[src/hw/rtl/mcs_pkg.sv]
package mcs_pkg;

  // channel count and countdown width
  localparam int NUM_CHANNELS = 4;
  localparam int COUNT_BITS   = 16;

  // fixed field widths
  localparam int CMD_BITS   = 2;
  localparam int CH_BITS    = 2;
  localparam int MIN_BITS   = 16;
  localparam int TPM_BITS   = 8;
  localparam int HOLD_BITS  = 16;
  localparam int OUT_BITS   = 4;
  localparam int CFG_IDX_BITS  = 2;
  localparam int CFG_DATA_BITS = 16;
  localparam int PROD_BITS  = MIN_BITS + TPM_BITS;

  // configuration register indexes and reset values
  localparam logic [CFG_IDX_BITS-1:0] CFG_TICKS_PER_MINUTE = 2'd0;
  localparam logic [CFG_IDX_BITS-1:0] CFG_ALERT_HOLD_TICKS = 2'd1;
  localparam logic [TPM_BITS-1:0]     TPM_RESET  = 8'd12;
  localparam logic [HOLD_BITS-1:0]    HOLD_RESET = 16'(12 * 2);

  typedef enum logic [CMD_BITS-1:0] {
    CMD_TICK      = 2'd0,
    CMD_SWITCH    = 2'd1,
    CMD_ARM       = 2'd2,
    CMD_INTRUSION = 2'd3
  } cmd_t;

  typedef enum logic [1:0] {
    ACT_NONE = 2'd0,
    ACT_ON   = 2'd1,
    ACT_OFF  = 2'd2
  } act_t;

  // one input word
  typedef struct packed {
    cmd_t                command;
    logic [CH_BITS-1:0]  channel;
    logic                switch_on;
    logic [MIN_BITS-1:0] minutes;
  } item_t;

  // one result word
  typedef struct packed {
    logic [OUT_BITS-1:0] output_bits;
    logic                engine_running;
    logic                alert_enabled;
    logic                alert_raised;
  } res_t;

endpackage

[src/hw/rtl/mcs_in_reg.sv]
module mcs_in_reg (
  input  logic            clk,
  input  logic            rst_n,
  input  logic            in_valid,
  output logic            in_stall,
  input  mcs_pkg::item_t  in_item,
  input  logic            advance,
  output logic            item_vld,
  output mcs_pkg::item_t  item
);

  logic           vld_r;
  mcs_pkg::item_t item_r;

  // hold the input word until the result stage can take it
  assign in_stall = vld_r && !advance;
  assign item_vld = vld_r;
  assign item     = item_r;

  always_ff @(posedge clk) begin
    if (!rst_n) begin
      vld_r <= 1'b0;
    end else if (!in_stall) begin
      vld_r <= in_valid;
    end
  end

  always_ff @(posedge clk) begin
    if (in_valid && !in_stall) begin
      item_r <= in_item;
    end
  end

endmodule

[src/hw/rtl/mcs_core.sv]
module mcs_core (
  input  logic                                 clk,
  input  logic                                 rst_n,
  input  logic                                 cfg_we,
  input  logic [mcs_pkg::CFG_IDX_BITS-1:0]     cfg_idx,
  input  logic [mcs_pkg::CFG_DATA_BITS-1:0]    cfg_wdata,
  input  logic                                 fire,
  input  mcs_pkg::item_t                       item,
  output mcs_pkg::res_t                        res
);

  // configuration registers
  logic [mcs_pkg::TPM_BITS-1:0]  tpm_r;
  logic [mcs_pkg::HOLD_BITS-1:0] hold_cfg_r;

  // channel and alert state
  logic [mcs_pkg::NUM_CHANNELS-1:0] state_r, state_nxt;
  logic [mcs_pkg::COUNT_BITS-1:0]   count_r   [mcs_pkg::NUM_CHANNELS];
  logic [mcs_pkg::COUNT_BITS-1:0]   count_nxt [mcs_pkg::NUM_CHANNELS];
  mcs_pkg::act_t                    action_r  [mcs_pkg::NUM_CHANNELS];
  mcs_pkg::act_t                    action_nxt[mcs_pkg::NUM_CHANNELS];
  logic [mcs_pkg::HOLD_BITS-1:0]    hold_r, hold_nxt;
  logic                             armed_r, armed_nxt;
  logic                             active_r, active_nxt;

  logic [mcs_pkg::PROD_BITS-1:0]  prod;
  logic [mcs_pkg::COUNT_BITS-1:0] load_count;
  logic                           sat;
  logic                           pending;
  logic                           raised;

  // timer load: minutes times ticks per minute, saturated
  always_comb begin
    prod = item.minutes * tpm_r;
    sat  = (mcs_pkg::COUNT_BITS < mcs_pkg::PROD_BITS) &&
           ((prod >> mcs_pkg::COUNT_BITS) != '0);
    load_count = sat ? '1 : mcs_pkg::COUNT_BITS'(prod);
  end

  // next state for one word
  always_comb begin
    state_nxt  = state_r;
    count_nxt  = count_r;
    action_nxt = action_r;
    hold_nxt   = hold_r;
    armed_nxt  = armed_r;
    active_nxt = active_r;
    pending    = 1'b0;
    raised     = 1'b0;
    unique case (item.command)
      mcs_pkg::CMD_TICK: begin
        if (active_r) begin
          for (int i = 0; i < mcs_pkg::NUM_CHANNELS; i++) begin
            if (count_r[i] != '0) begin
              count_nxt[i] = count_r[i] - 1'b1;
              pending      = 1'b1;
            end else begin
              // action stays armed and fires again on every tick while the engine runs
              case (action_r[i])
                mcs_pkg::ACT_ON:  state_nxt[i] = 1'b1;
                mcs_pkg::ACT_OFF: state_nxt[i] = 1'b0;
                default: ;
              endcase
            end
          end
          // hold reaching zero re-enables alerts only on the following tick
          if (hold_r != '0) begin
            hold_nxt = hold_r - 1'b1;
            pending  = 1'b1;
          end else begin
            armed_nxt = 1'b1;
          end
          if (!pending) begin
            active_nxt = 1'b0;
          end
        end
      end
      mcs_pkg::CMD_SWITCH: begin
        for (int i = 0; i < mcs_pkg::NUM_CHANNELS; i++) begin
          if (32'(item.channel) == i) begin
            state_nxt[i] = item.switch_on;
          end
        end
      end
      mcs_pkg::CMD_ARM: begin
        for (int i = 0; i < mcs_pkg::NUM_CHANNELS; i++) begin
          if (32'(item.channel) == i) begin
            state_nxt[i]  = !item.switch_on;
            action_nxt[i] = item.switch_on ? mcs_pkg::ACT_ON : mcs_pkg::ACT_OFF;
            count_nxt[i]  = load_count;
            active_nxt    = 1'b1;
          end
        end
      end
      mcs_pkg::CMD_INTRUSION: begin
        if (armed_r) begin
          armed_nxt  = 1'b0;
          hold_nxt   = hold_cfg_r;
          active_nxt = 1'b1;
          raised     = 1'b1;
        end
      end
    endcase
  end

  // result reflects the state after this word
  always_comb begin
    res.output_bits    = mcs_pkg::OUT_BITS'(state_nxt);
    res.engine_running = active_nxt;
    res.alert_enabled  = armed_nxt;
    res.alert_raised   = raised;
  end

  // configuration writes
  always_ff @(posedge clk) begin
    if (!rst_n) begin
      tpm_r      <= mcs_pkg::TPM_RESET;
      hold_cfg_r <= mcs_pkg::HOLD_RESET;
    end else if (cfg_we) begin
      unique case (cfg_idx)
        mcs_pkg::CFG_TICKS_PER_MINUTE: tpm_r <= cfg_wdata[mcs_pkg::TPM_BITS-1:0];
        mcs_pkg::CFG_ALERT_HOLD_TICKS: hold_cfg_r <= cfg_wdata[mcs_pkg::HOLD_BITS-1:0];
        default: ;
      endcase
    end
  end

  // state update
  always_ff @(posedge clk) begin
    if (!rst_n) begin
      state_r  <= '0;
      hold_r   <= '0;
      armed_r  <= 1'b1;
      active_r <= 1'b0;
      for (int i = 0; i < mcs_pkg::NUM_CHANNELS; i++) begin
        count_r[i]  <= '0;
        action_r[i] <= mcs_pkg::ACT_NONE;
      end
    end else if (fire) begin
      state_r  <= state_nxt;
      hold_r   <= hold_nxt;
      armed_r  <= armed_nxt;
      active_r <= active_nxt;
      count_r  <= count_nxt;
      action_r <= action_nxt;
    end
  end

endmodule

[src/hw/rtl/mcs_out_reg.sv]
module mcs_out_reg (
  input  logic           clk,
  input  logic           rst_n,
  input  logic           item_vld,
  input  mcs_pkg::res_t  res,
  output logic           advance,
  output logic           out_valid,
  input  logic           out_stall,
  output mcs_pkg::res_t  out_res
);

  logic          vld_r;
  mcs_pkg::res_t res_r;

  // result register takes a new word when empty or being drained
  assign advance   = !vld_r || !out_stall;
  assign out_valid = vld_r;
  assign out_res   = res_r;

  always_ff @(posedge clk) begin
    if (!rst_n) begin
      vld_r <= 1'b0;
    end else if (advance) begin
      vld_r <= item_vld;
    end
  end

  always_ff @(posedge clk) begin
    if (advance && item_vld) begin
      res_r <= res;
    end
  end

endmodule

[src/hw/rtl/multichannel_countdown_switch_top.sv]
// Four-channel countdown switch with intrusion alert hold. Each input word
// (tick, direct switch, timer arm or intrusion) yields exactly one result word
// with the channel bits, engine and alert status after that word. Throughput
// is one word per clock while out_stall is low; each word passes an input
// register, then the result register, with the whole state update (per-channel
// decrement and compare, 16x8 timer multiply with saturation) done in one pass
// between them. Ticks are ignored while the engine is stopped. Configuration
// writes are always ready and should be issued only while no word is in flight.
module multichannel_countdown_switch_top (
  input  logic                                clk,
  input  logic                                rst_n,
  // input channel
  input  logic                                in_valid,
  output logic                                in_stall,
  input  logic [mcs_pkg::CMD_BITS-1:0]        in_command,
  input  logic [mcs_pkg::CH_BITS-1:0]         in_channel,
  input  logic                                in_switch_on,
  input  logic [mcs_pkg::MIN_BITS-1:0]        in_minutes,
  // result channel
  output logic                                out_valid,
  input  logic                                out_stall,
  output logic [mcs_pkg::OUT_BITS-1:0]        out_output_bits,
  output logic                                out_engine_running,
  output logic                                out_alert_enabled,
  output logic                                out_alert_raised,
  // configuration
  input  logic                                cfg_valid,
  output logic                                cfg_ready,
  input  logic [mcs_pkg::CFG_IDX_BITS-1:0]    cfg_index,
  input  logic [mcs_pkg::CFG_DATA_BITS-1:0]   cfg_data
);

  mcs_pkg::item_t in_item;
  mcs_pkg::item_t item;
  mcs_pkg::res_t  res;
  mcs_pkg::res_t  out_res;
  logic           item_vld;
  logic           advance;

  assign cfg_ready = 1'b1;

  // pack the input word
  assign in_item.command   = mcs_pkg::cmd_t'(in_command);
  assign in_item.channel   = in_channel;
  assign in_item.switch_on = in_switch_on;
  assign in_item.minutes   = in_minutes;

  mcs_in_reg u_in_reg (
    .clk      (clk),
    .rst_n    (rst_n),
    .in_valid (in_valid),
    .in_stall (in_stall),
    .in_item  (in_item),
    .advance  (advance),
    .item_vld (item_vld),
    .item     (item)
  );

  mcs_core u_core (
    .clk       (clk),
    .rst_n     (rst_n),
    .cfg_we    (cfg_valid),
    .cfg_idx   (cfg_index),
    .cfg_wdata (cfg_data),
    .fire      (item_vld && advance),
    .item      (item),
    .res       (res)
  );

  mcs_out_reg u_out_reg (
    .clk       (clk),
    .rst_n     (rst_n),
    .item_vld  (item_vld),
    .res       (res),
    .advance   (advance),
    .out_valid (out_valid),
    .out_stall (out_stall),
    .out_res   (out_res)
  );

  // unpack the result word
  assign out_output_bits    = out_res.output_bits;
  assign out_engine_running = out_res.engine_running;
  assign out_alert_enabled  = out_res.alert_enabled;
  assign out_alert_raised   = out_res.alert_raised;

endmodule
[config.mk]
export PLATFORM = sky130hd
export DESIGN_NAME = multichannel_countdown_switch_top
export DESIGN_NICKNAME = d
export VERILOG_FILES = /design/src/hw/rtl/mcs_pkg.sv /design/src/hw/rtl/mcs_in_reg.sv /design/src/hw/rtl/mcs_core.sv /design/src/hw/rtl/mcs_out_reg.sv /design/src/hw/rtl/multichannel_countdown_switch_top.sv
export SDC_FILE = /design/constraint.sdc
export NUM_CORES = 1
export LEC_CHECK = 0
export BUFFER_PORTS_ARGS = -buffer_cell sky130_fd_sc_hd__clkbuf_2
export CORE_UTILIZATION = 60
export DETAILED_ROUTE_END_ITERATION = 12
export HOLD_SLACK_MARGIN = 0.1
export PLACE_DENSITY = 0.88
export SETUP_SLACK_MARGIN = 0.02
export SLEW_MARGIN = 10
export SYNTH_ARGS = -nofsm -noshare
export SYNTH_HDL_FRONTEND = slang
export SYNTH_SLANG_ARGS = --single-unit
[constraint.sdc]
create_clock -name clk -period 6.9 [get_ports clk]
set_input_delay 0.345 -clock clk [delete_from_list [all_inputs] [get_ports clk]]
set_output_delay 0.345 -clock clk [all_outputs]
set_load 0.02 [all_outputs]
# ---- After elaboration in Yosys (flattened, before gate mapping)
# Index checks and enable logic that the tools add are counted.
dict set report classes {
  mul 1
  n_reduce_logical 31
  eq_ne 26
  mux 53
  addsub 5
}
# operator count
set op_table {}
lappend op_table {{$mux W16} 12}
lappend op_table {{$pmux W64 S2} 1}
lappend op_table {{$reduce_bool A16 Y1} 5}
lappend op_table {{$sub A16 B1 Y16 const B} 5}
lappend op_table {{$mux W64} 1}
lappend op_table {{$pmux W16 S2} 1}
lappend op_table {{$mux W1} 29}
lappend op_table {{$reduce_and A5 Y1} 5}
lappend op_table {{$mul A16 B8 Y24} 1}
lappend op_table {{$reduce_bool A24 Y1} 1}
lappend op_table {{$ne A2 B1 Y1 const B} 11}
lappend op_table {{$eq A2 B2 Y1 const B} 8}
lappend op_table {{$eq A2 B1 Y1 const B} 7}
lappend op_table {{$pmux W4 S3} 1}
lappend op_table {{$reduce_and A3 Y1} 4}
lappend op_table {{$pmux W1 S2} 5}
lappend op_table {{$logic_not A2 Y1} 3}
lappend op_table {{$logic_not A1 Y1} 5}
lappend op_table {{$mux W4} 1}
lappend op_table {{$reduce_and A2 Y1} 2}
lappend op_table {{$reduce_bool A2 Y1} 2}
lappend op_table {{$logic_and A1 B1 Y1} 3}
lappend op_table {{$pmux W1 S3} 1}
lappend op_table {{$mux W2} 1}
lappend op_table {{$logic_or A1 B1 Y1} 1}
dict set report totals {
  in_bits 44
  reg_bits 148
  wordCells 140
  out_inout_bits 10
}

# ---- Logic depth before layout (Yosys ltp)
# Gate-level depths: netlist (run 1).
dict set report logic_depth {
  word_depth 11
  mapped_depth 22
  depth_no_buf 19
}

# ---- Hierarchy
# From an unflattened synthesis (run 1), not the netlist that was laid out.
dict set report unflattened {
  hier_cells 1441
  hier_area_um2 11922.7
}
# mod cells_per_inst area_per_inst_um2 seq_area_each_um2 instances
set modules_own_cells {}
lappend modules_own_cells {mcs_core 1401 10975.5 2362.3 1}
lappend modules_own_cells {mcs_in_reg 25 678.2 650.6 1}
lappend modules_own_cells {mcs_out_reg 12 251.5 230.2 1}
lappend modules_own_cells {multichannel_countdown_switch_top 3 17.5 0.0 1}

# ---- Worst setup path before layout (run 1)
# Ideal clock, no wire load.
dict set report synth_path {
  kind {register -> register}
  startpoint {register u_core.tpm_r[2] (netlist bit)}
  endpoint {register u_core.count_r[20] (netlist bit)}
  stages_incl_launch_ff 22
  setup_slack_ps 1488
  period_less_slack_ps 5412
  required_ps 6766
  t_arrival_ps 5278
  path_buffers 3
  setup_time_ps 134
  cell_sequence {dfxtp_1 > clkbuf_1 > nand2_1 > fa_1 > inv_1 > fa_1 > fa_1 > inv_1 > fa_1 > inv_1 > ha_1 > a21oi_1 > o21ai_0 > a221o_1 > a21o_1 > a211o_1 > xnor2_1 > nand4_1 > nor2_1 > buf_2 > buf_2 > a31oi_1}
}
dict set report synth_via {
  elab_chain_cells 5
}
# item line
set synth_lines {}
lappend synth_lines {{start, declared} mcs_core.sv:13} ;# logic [mcs_pkg::TPM_BITS-1:0] tpm_r;
lappend synth_lines {{start signal, assigned} mcs_core.sv:117} ;# tpm_r <= mcs_pkg::TPM_RESET;
lappend synth_lines {{start signal, assigned} mcs_core.sv:121} ;# mcs_pkg::CFG_TICKS_PER_MINUTE: tpm_r <= cfg_wdata[mcs_pkg::TPM_BITS-1:0];
lappend synth_lines {{$mul A16 B8 Y24 *} mcs_core.sv:34} ;# prod = item.minutes * tpm_r;
lappend synth_lines {{$reduce_bool A24 Y1} mcs_core.sv:36} ;# ((prod >> mcs_pkg::COUNT_BITS) != '0);
lappend synth_lines {{$mux W16 *} mcs_core.sv:37} ;# load_count = sat ? '1 : mcs_pkg::COUNT_BITS'(prod);
lappend synth_lines {{$mux W16 *} mcs_core.sv:87} ;# if (32'(item.channel) == i) begin
lappend synth_lines {{$pmux W64 S2 *} mcs_core.sv:50} ;# unique case (item.command)
lappend synth_lines {{end signal, assigned} mcs_core.sv:144} ;# count_r <= count_nxt;
lappend synth_lines {{end, declared} mcs_core.sv:18} ;# logic [mcs_pkg::COUNT_BITS-1:0] count_r [mcs_pkg::NUM_CHANNELS];
# Mark *: on every way between the ends. The rest lies on a longest branch, timed or not. The select of a mux whose other input is x is not followed.
# A chain may end at the register's enable or synchronous reset.

# ---- Final worst setup path (run 1)
dict set report layout_path {
  startpoint {register u_core.tpm_r[2] (netlist bit)}
  endpoint {register u_core.count_r[26] (netlist bit)}
}
# Same word-level chain as after synthesis.

==> results.py, run 1 <==
metrics = {
    "timing": {
        "min_period_over_period_pct": 93.4,
        "rsz0062_at_grt": "false",
        "period_minus_slack_ns": 6.44,
        "fin_hold_ws_ns": 0.142,
        "fmax_mhz": 155,
        "drv_slew": 0,
        "skew_ns": 0.00743,
        "worst_pin_slew_ns": 1.19,
        "finalSetupViolCount": 0,
        "hold_viol_final": 0,
        "slew_headroom_pct": 20.4,
        "setup_tns_ns": 0,
    },
    "layout": {
        "nets": 1619,
        "area_growth_syn_to_layout_pct": 10.5,
        "final_common_cell": "nand2_1",
        "mostFrequentLayoutCells": "151 x nand2_1, 124 x nor2_1, 120 x dfxtp_1",
        "fin_util_pct": 68.5,
        "drive_gt1_share_pct": 7.74,
        "n_antenna_cell": 0,
        "fill_cells": 1418,
    },
    "synth": {
        "synth_seq_area_share_pct": 27.7,
        "syn_area_um2": 11700,
        "synth_mux_area_share_pct": 1.02,
        "syn-num-nets": 1589,
        "ys_types": 72,
        "synthXorXnorAreaFrac_pct": 1.35,
        "synth_top_family_by_area": "simple AND/OR/NAND/NOR gates",
        "synth-edff-count": 28,
        "async_reset_ff_share_pct": 0,
        "synth-simple-area-share_pct": 24.0,
        "synth-compound-area-share_pct": 19.2,
        "synthCells": 1404,
        "synth-adder-area-share_pct": 20.4,
        "ys_ff_latch": 148,
        "ys_warn_count": 0,
        "avgSynthCellArea_um2": 8.35,
        "yosys_most_used_dff": "dfxtp_1",
    },
    "routing": {
        "wl_per_cell_um": 17.5,
        "dr.pass1.iters": 6,
        "drc": 0,
        "route.vias.total": 10700,
        "vias_per_cell": 6.25,
        "wirelength_mm": 29.9,
        "detail-route-antenna-nets": 0,
        "initialDrtViolationCount": 1070,
    },
    "clocking": {
        "cts-root-buf": "clkbuf_16",
        "clock_sinks": 148,
        "htreeDepth": 4,
        "ctsHoldBuffers": 21,
        "insertion_delay_ns": 0.43,
        "cts-resized-gates": 0,
        "cts_inserted_buffers": 17,
        "post_cts_buffers": 0,
        "ctsLongestPathBuffers": 2,
        "cts_tree": "done",
        "clk_transition_reported_paths_ns": 0.06,
    },
    "setup_path": {
        "crit_path_start": "u_core.tpm_r[2]",
        "crit_slowest_cell": "nor4_1",
        "crit_path_end": "u_core.count_r[26]",
        "arrival_ns": 6.73,
        "worst-r2r-cell-count": 18,
        "critPathKind": "reg2reg",
        "cp.depth": 18,
        "r2r-start": "u_core.tpm_r[2]",
        "cp.required_ns": 7.18,
        "path_cells": "nand2_1, fa_1, inv_1, fa_1, fa_1, inv_1, fa_1, inv_1, ha_1, a21oi_1, o21ai_0, a221o_1, a21o_1, a211o_1, xnor2_1, nand4_1, nor4_1, a21oi_1",
        "cp.buffers_inverters": 3,
        "crit_fanout": 17,
        "worstSetupEndpointType": "flip-flop",
        "rrSetupSlack_ns": 0.46,
        "timing.rr.end": "u_core.count_r[26]",
        "cpPeakStageDelay_ns": 0.95,
        "cp_common_cell": "fa_1",
        "cp_top_family": "adder cells",
        "critPathLaunchType": "flip-flop",
    },
    "placed_design": {
        "place_hpwl_mm": 19.6,
        "gp_routability_congestion": 0.913,
        "numPortBuffers": 52,
    },
    "floorplan": {
        "start_util_pct": 62.0,
        "boundaryPins": 54,
        "core-area_um2": 18900,
        "rows": 50,
        "die_h_um": 142,
        "die_w_um": 142,
        "dieArea_um2": 20100,
    },
    "outcome": {
        "status": "finished, final reports clean",
    },
    "global_routing": {
        "grt_pass1_vias": 10400,
        "grt_overflow": 0,
        "grt_max_degree": 83,
        "antenna_found_initial": 0,
        "grt_pass1_wl_mm": 49.9,
        "grtUsageTotal_pct": 31.1,
    },
    "power": {
        "peakVddDrop_uv": 183,
        "power.density_nw_per_um2": 225,
        "p_leak_nw": 5.46,
    },
    "hold_path": {
        "worst_hold_path_type": "in2reg",
    },
    "run": {
        "maxCapViolCount": 0,
    },
}
[layout make-up]
type	instances	area, um2	share of cell area (%)
flip-flops and latches	148	3240	25.0
clock buffers	24	483	3.73
inverters	118	443	3.42
multi-input cells	1066	7780	60.1
repair buffers	83	548	4.23
clock inverters	8	123	0.947
well taps	260	325	2.51
[synthesized netlist by cell type, drive strengths merged (4+ instances only)]
cell type | number | area, um2
nand4 | 6 | 37.5
xor2 | 7 | 61.3
nor3 | 34 | 170
a22oi | 5 | 37.5
o221a | 4 | 45.0
a221o | 4 | 40.0
o221ai | 31 | 272
o31ai | 5 | 37.5
a21boi | 25 | 188
nand2 | 151 | 567
xnor2 | 11 | 96.3
inv | 118 | 443
o21ai | 62 | 314
a21o | 9 | 67.6
a41oi | 4 | 35.0
nor4 | 7 | 43.8
o21a | 14 | 105
ha | 57 | 713
buf | 10 | 61.3
clkbuf | 62 | 233
a31oi | 47 | 294
dfxtp | 120 | 2400
o311ai | 5 | 43.8
nand3 | 36 | 185
and2 | 117 | 732
fa | 84 | 1680
nor3b | 20 | 150
nor2 | 125 | 469
a311oi | 4 | 35.0
nor2b | 23 | 144
a221oi | 4 | 35.0
a21oi | 65 | 325
o211ai | 15 | 113
or4 | 7 | 60.1
edfxtp | 28 | 841
nand2b | 5 | 31.3
or3 | 15 | 98.8
mux2i | 12 | 120
[stage by stage]
stage	setup slack (ns)	power, mW	std cells	instance area, um2
global placement	0.846	1.87	1654	12100
finish	0.456	2.92	1707	12900
global route	0.207	3.06	1707	12900
detailed placement	0.666	1.91	1654	12100
floorplan	1.49	1.67	1404	11700
CTS	0.581	2.89	1707	12900
[per-layer routing]
metal,track usage (%),share of wire [%],wire [um]
met1,39.8,40,11900
met2,51.7,49,14700
met3,6.41,8.0,2380
met4,12.2,3.2,950
met5,0,0,0
[how the worst min path moves through the flow]
stage	start	to	slack (ns)	cells after the start
final	cfg_data[15]	u_core.hold_cfg_r[15]	0.14	3
after global routing	cfg_data[15]	u_core.hold_cfg_r[15]	0.14	3
after CTS	in_valid	u_in_reg.item_vld	0.14	2
after detailed placement	u_core.hold_cfg_r[1]	u_core.hold_cfg_r[1]	0.46	2
after global placement	u_core.hold_r[9]	u_core.hold_r[9]	0.45	2
after floorplan	u_core.hold_r[9]	u_core.hold_r[9]	0.43	2
[kinds of logic after synthesis]
logic type,after synthesis
AND/OR/NAND/NOR,561
AO/OA/AOI/OAI,333
buffers and inverters,190
flip-flops,148
adder cells (fa/ha/maj),141
XOR/XNOR,18
multiplexers,12
other,1
[worst min-delay path, delay by kind of cell]
family,cells,cell delay [ns]
simple gates,1,0.04
buf+inv,1,0.08
compound gates,1,0.06
[report_power, final]
group	switching [mW]	total, mW	internal, mW
clock	0.374	0.975	0.601
sequential	0.0514	0.975	0.923
combinational	0.611	0.969	0.357
[state kept, by name (all words and copies together) (netlist names), 4 cells and up]
name and cells:
u_core.count_r 64, u_in_reg.item 21, u_core.hold_cfg_r 16, u_core.hold_r 16
u_core.action_r 8, u_core.tpm_r 8, u_out_reg.out_res 7, u_core.state_r 4
No activity file was read; power rests on OpenSTA's default activity.
==> inputs of run 2 (changes only) <==
- SYNTH_HIERARCHICAL: default -> 1
==> run 2 against run 1 <==
Against the previous run:
- power fell by 0.25%
- sequential power about the same
- maximum frequency grew 1.5%
- clock power down 8.9%
- combinational power rose by 8%
- synthesized cell count rose by 2.6%
- sequential share of layout area decreased by 0.15 points
- area after synthesis rose by 1.7%
- non-clock buffer count up 1
- critical path type unchanged
- clock-buffer cell count is 3 lower
- largest cell class unchanged
- final cell count is 2.0% higher
==> results.py, run 2 <==
metrics = {
    "routing": {
        "detail-route-antenna-nets": 0,
        "wirelength_mm": 31.4,
        "route.vias.total": 10900,
        "vias_per_cell": 6.24,
        "wl_per_cell_um": 18.0,
        "dr.pass1.iters": 6,
        "initialDrtViolationCount": 1102,
        "drc": 0,
    },
    "setup_path": {
        "worstSetupEndpointType": "flip-flop",
        "crit_fanout": 17,
        "cpPeakStageDelay_ns": 0.83,
        "cp.buffers_inverters": 2,
        "critPathLaunchType": "flip-flop",
        "cp_common_cell": "fa_1",
        "crit_slowest_cell": "nor4_4",
        "cp_top_family": "adder cells",
        "arrival_ns": 6.60,
        "cp.required_ns": 7.15,
        "path_cells": "and2_1, fa_1, fa_1, fa_1, inv_1, fa_1, inv_1, ha_1, a21oi_1, o211ai_1, a21oi_1, nor3b_1, o311ai_1, a2111o_1, nor4_4, a311oi_1",
        "critPathKind": "reg2reg",
    },
    "timing": {
        "period_minus_slack_ns": 6.35,
        "setup_tns_ns": 0,
        "hold_viol_final": 0,
        "skew_ns": 0.0131,
        "min_period_over_period_pct": 92.0,
        "fmax_mhz": 157,
        "drv_slew": 0,
        "slew_headroom_pct": 24.0,
        "fin_hold_ws_ns": 0.120,
        "finalSetupViolCount": 0,
        "rsz0062_at_grt": "false",
        "worst_pin_slew_ns": 1.13,
    },
    "synth": {
        "synth_top_family_by_area": "simple AND/OR/NAND/NOR gates",
        "synthCells": 1441,
        "synth_mux_area_share_pct": 1.60,
        "ys_types": 83,
        "async_reset_ff_share_pct": 0,
        "syn_area_um2": 11900,
        "avgSynthCellArea_um2": 8.27,
        "ys_warn_count": 6,
        "syn-num-nets": 1626,
        "ys_ff_latch": 148,
        "synth-adder-area-share_pct": 20.1,
        "synth.most_common_cell": "nor2_1",
        "yosys_most_used_dff": "dfxtp_1",
        "ys_top_cells_by_area": "dfxtp_1 20%, fa_1 14%, edfxtp_1 7.1%",
        "synth-simple-area-share_pct": 22.5,
        "synth-edff-count": 28,
        "yosysTopAreaCell": "dfxtp_1",
        "synth-compound-area-share_pct": 20.5,
        "synthXorXnorAreaFrac_pct": 1.18,
        "synth_top_area_share_pct": 20.1,
        "synth_seq_area_share_pct": 27.2,
        "netlist_top_cells_count": "141 x nor2_1, 126 x inv_1, 120 x dfxtp_1",
    },
    "clocking": {
        "cts-resized-gates": 0,
        "insertion_delay_ns": 0.43,
        "cts-root-buf": "clkbuf_16",
        "cts_inserted_buffers": 17,
        "cts_tree": "done",
        "post_cts_buffers": 0,
        "htreeDepth": 4,
        "ctsHoldBuffers": 19,
        "clock_sinks": 148,
        "clk_transition_reported_paths_ns": 0.06,
        "ctsLongestPathBuffers": 2,
    },
    "global_routing": {
        "grt_pass1_vias": 10400,
        "grt_pass1_wl_mm": 50.7,
        "antenna_found_initial": 0,
        "grt_overflow": 0,
        "grtUsageTotal_pct": 31.5,
        "grt_max_degree": 72,
    },
    "power": {
        "peakVddDrop_uv": 206,
        "p_leak_nw": 5.44,
        "totalPowerFinal_mw": 2.91,
        "power.density_nw_per_um2": 224,
    },
    "placed_design": {
        "numPortBuffers": 52,
        "dpl.cell_count": 1689,
        "place_hpwl_mm": 20.9,
        "gp_routability_congestion": 0.881,
    },
    "layout": {
        "largest_reg_flops": 64,
        "fill_cells": 1452,
        "ff_latch_area_um2": 3240,
        "drive_gt1_share_pct": 8.47,
        "layout.cells.non_filler": 1741,
        "final_common_cell": "nor2_1",
        "n_antenna_cell": 0,
        "multi_input_area_um2": 7870,
        "area_growth_syn_to_layout_pct": 9.25,
        "nets": 1648,
        "mostFrequentLayoutCells": "141 x nor2_1, 125 x inv_1, 120 x dfxtp_1",
        "regMostFlops": "u_core/count_r",
        "fin_util_pct": 66.9,
    },
    "floorplan": {
        "boundaryPins": 54,
        "start_util_pct": 61.3,
        "core-area_um2": 19500,
        "die_w_um": 143,
        "rows": 51,
        "die_h_um": 143,
        "dieArea_um2": 20400,
    },
    "outcome": {
        "status": "finished, final reports clean",
    },
    "run": {
        "maxCapViolCount": 0,
    },
    "hold_path": {
        "worst_hold_path_type": "in2reg",
    },
}
## run 2: path summary, 6_finish.rpt
| check | from | endpoint | slack (ns) | cells after the start |
|---|---|---|---|---|
| worst max register to register | u_core/tpm_r[3] | u_core/count_r[13] | 0.55 | 16 |
| worst min register to register | u_core/hold_cfg_r[13] | u_core/hold_cfg_r[13] | 0.46 | 2 |
| worst min-delay path | in_channel[0] | u_in_reg/item[17] | 0.12 | 1 |
| worst max-delay path | u_core/tpm_r[3] | u_core/count_r[13] | 0.55 | 16 |
## run 2: final cells by class
cell class	instances	share of cell area [%]
Multi-Input combinational cell	1086	60.4
Inverter	126	3.63
Timing Repair Buffer	84	4.23
Tap cell	265	2.55
Sequential cell	148	24.9
Clock buffer	21	3.71
Clock inverter	11	0.557
## run 2: per-stage QoR
stage                     setup slack, ns  area (um2)
after floorplan                      1.66       11900
after global placement              0.940       12300
after detailed placement            0.734       12300
after CTS                           0.625       13000
after global routing                0.295       13000
final                               0.550       13000
## run 2: cell families (layout without fill, tap and decap cells)
group | after synthesis | after routing
simple gates | 524 | 524
buf+inv | 207 | 242
fa+ha+maj | 141 | 141
compound gates | 385 | 385
xor+xnor | 16 | 16
flops | 148 | 148
other cells | 1 | 1
mux | 19 | 19
## run 2: layer usage
layer  vias to the layer above  global-route usage, %  wire length, um
li1                       5073                      -                -
met1                      5195                   38.8            12700
met2                       517                   53.7            15300
met3                        85                   5.33             2230
met4                         0                   14.5             1120
met5                         -                      0                0
## run 2: power by group
part	switching, mW	leakage, nW	internal (mW)	total (mW)
registers	0.0518	1.25	0.923	0.975
logic	0.672	3.93	0.377	1.05
clock network	0.386	0.267	0.502	0.888
total	1.11	5.44	1.80	2.91
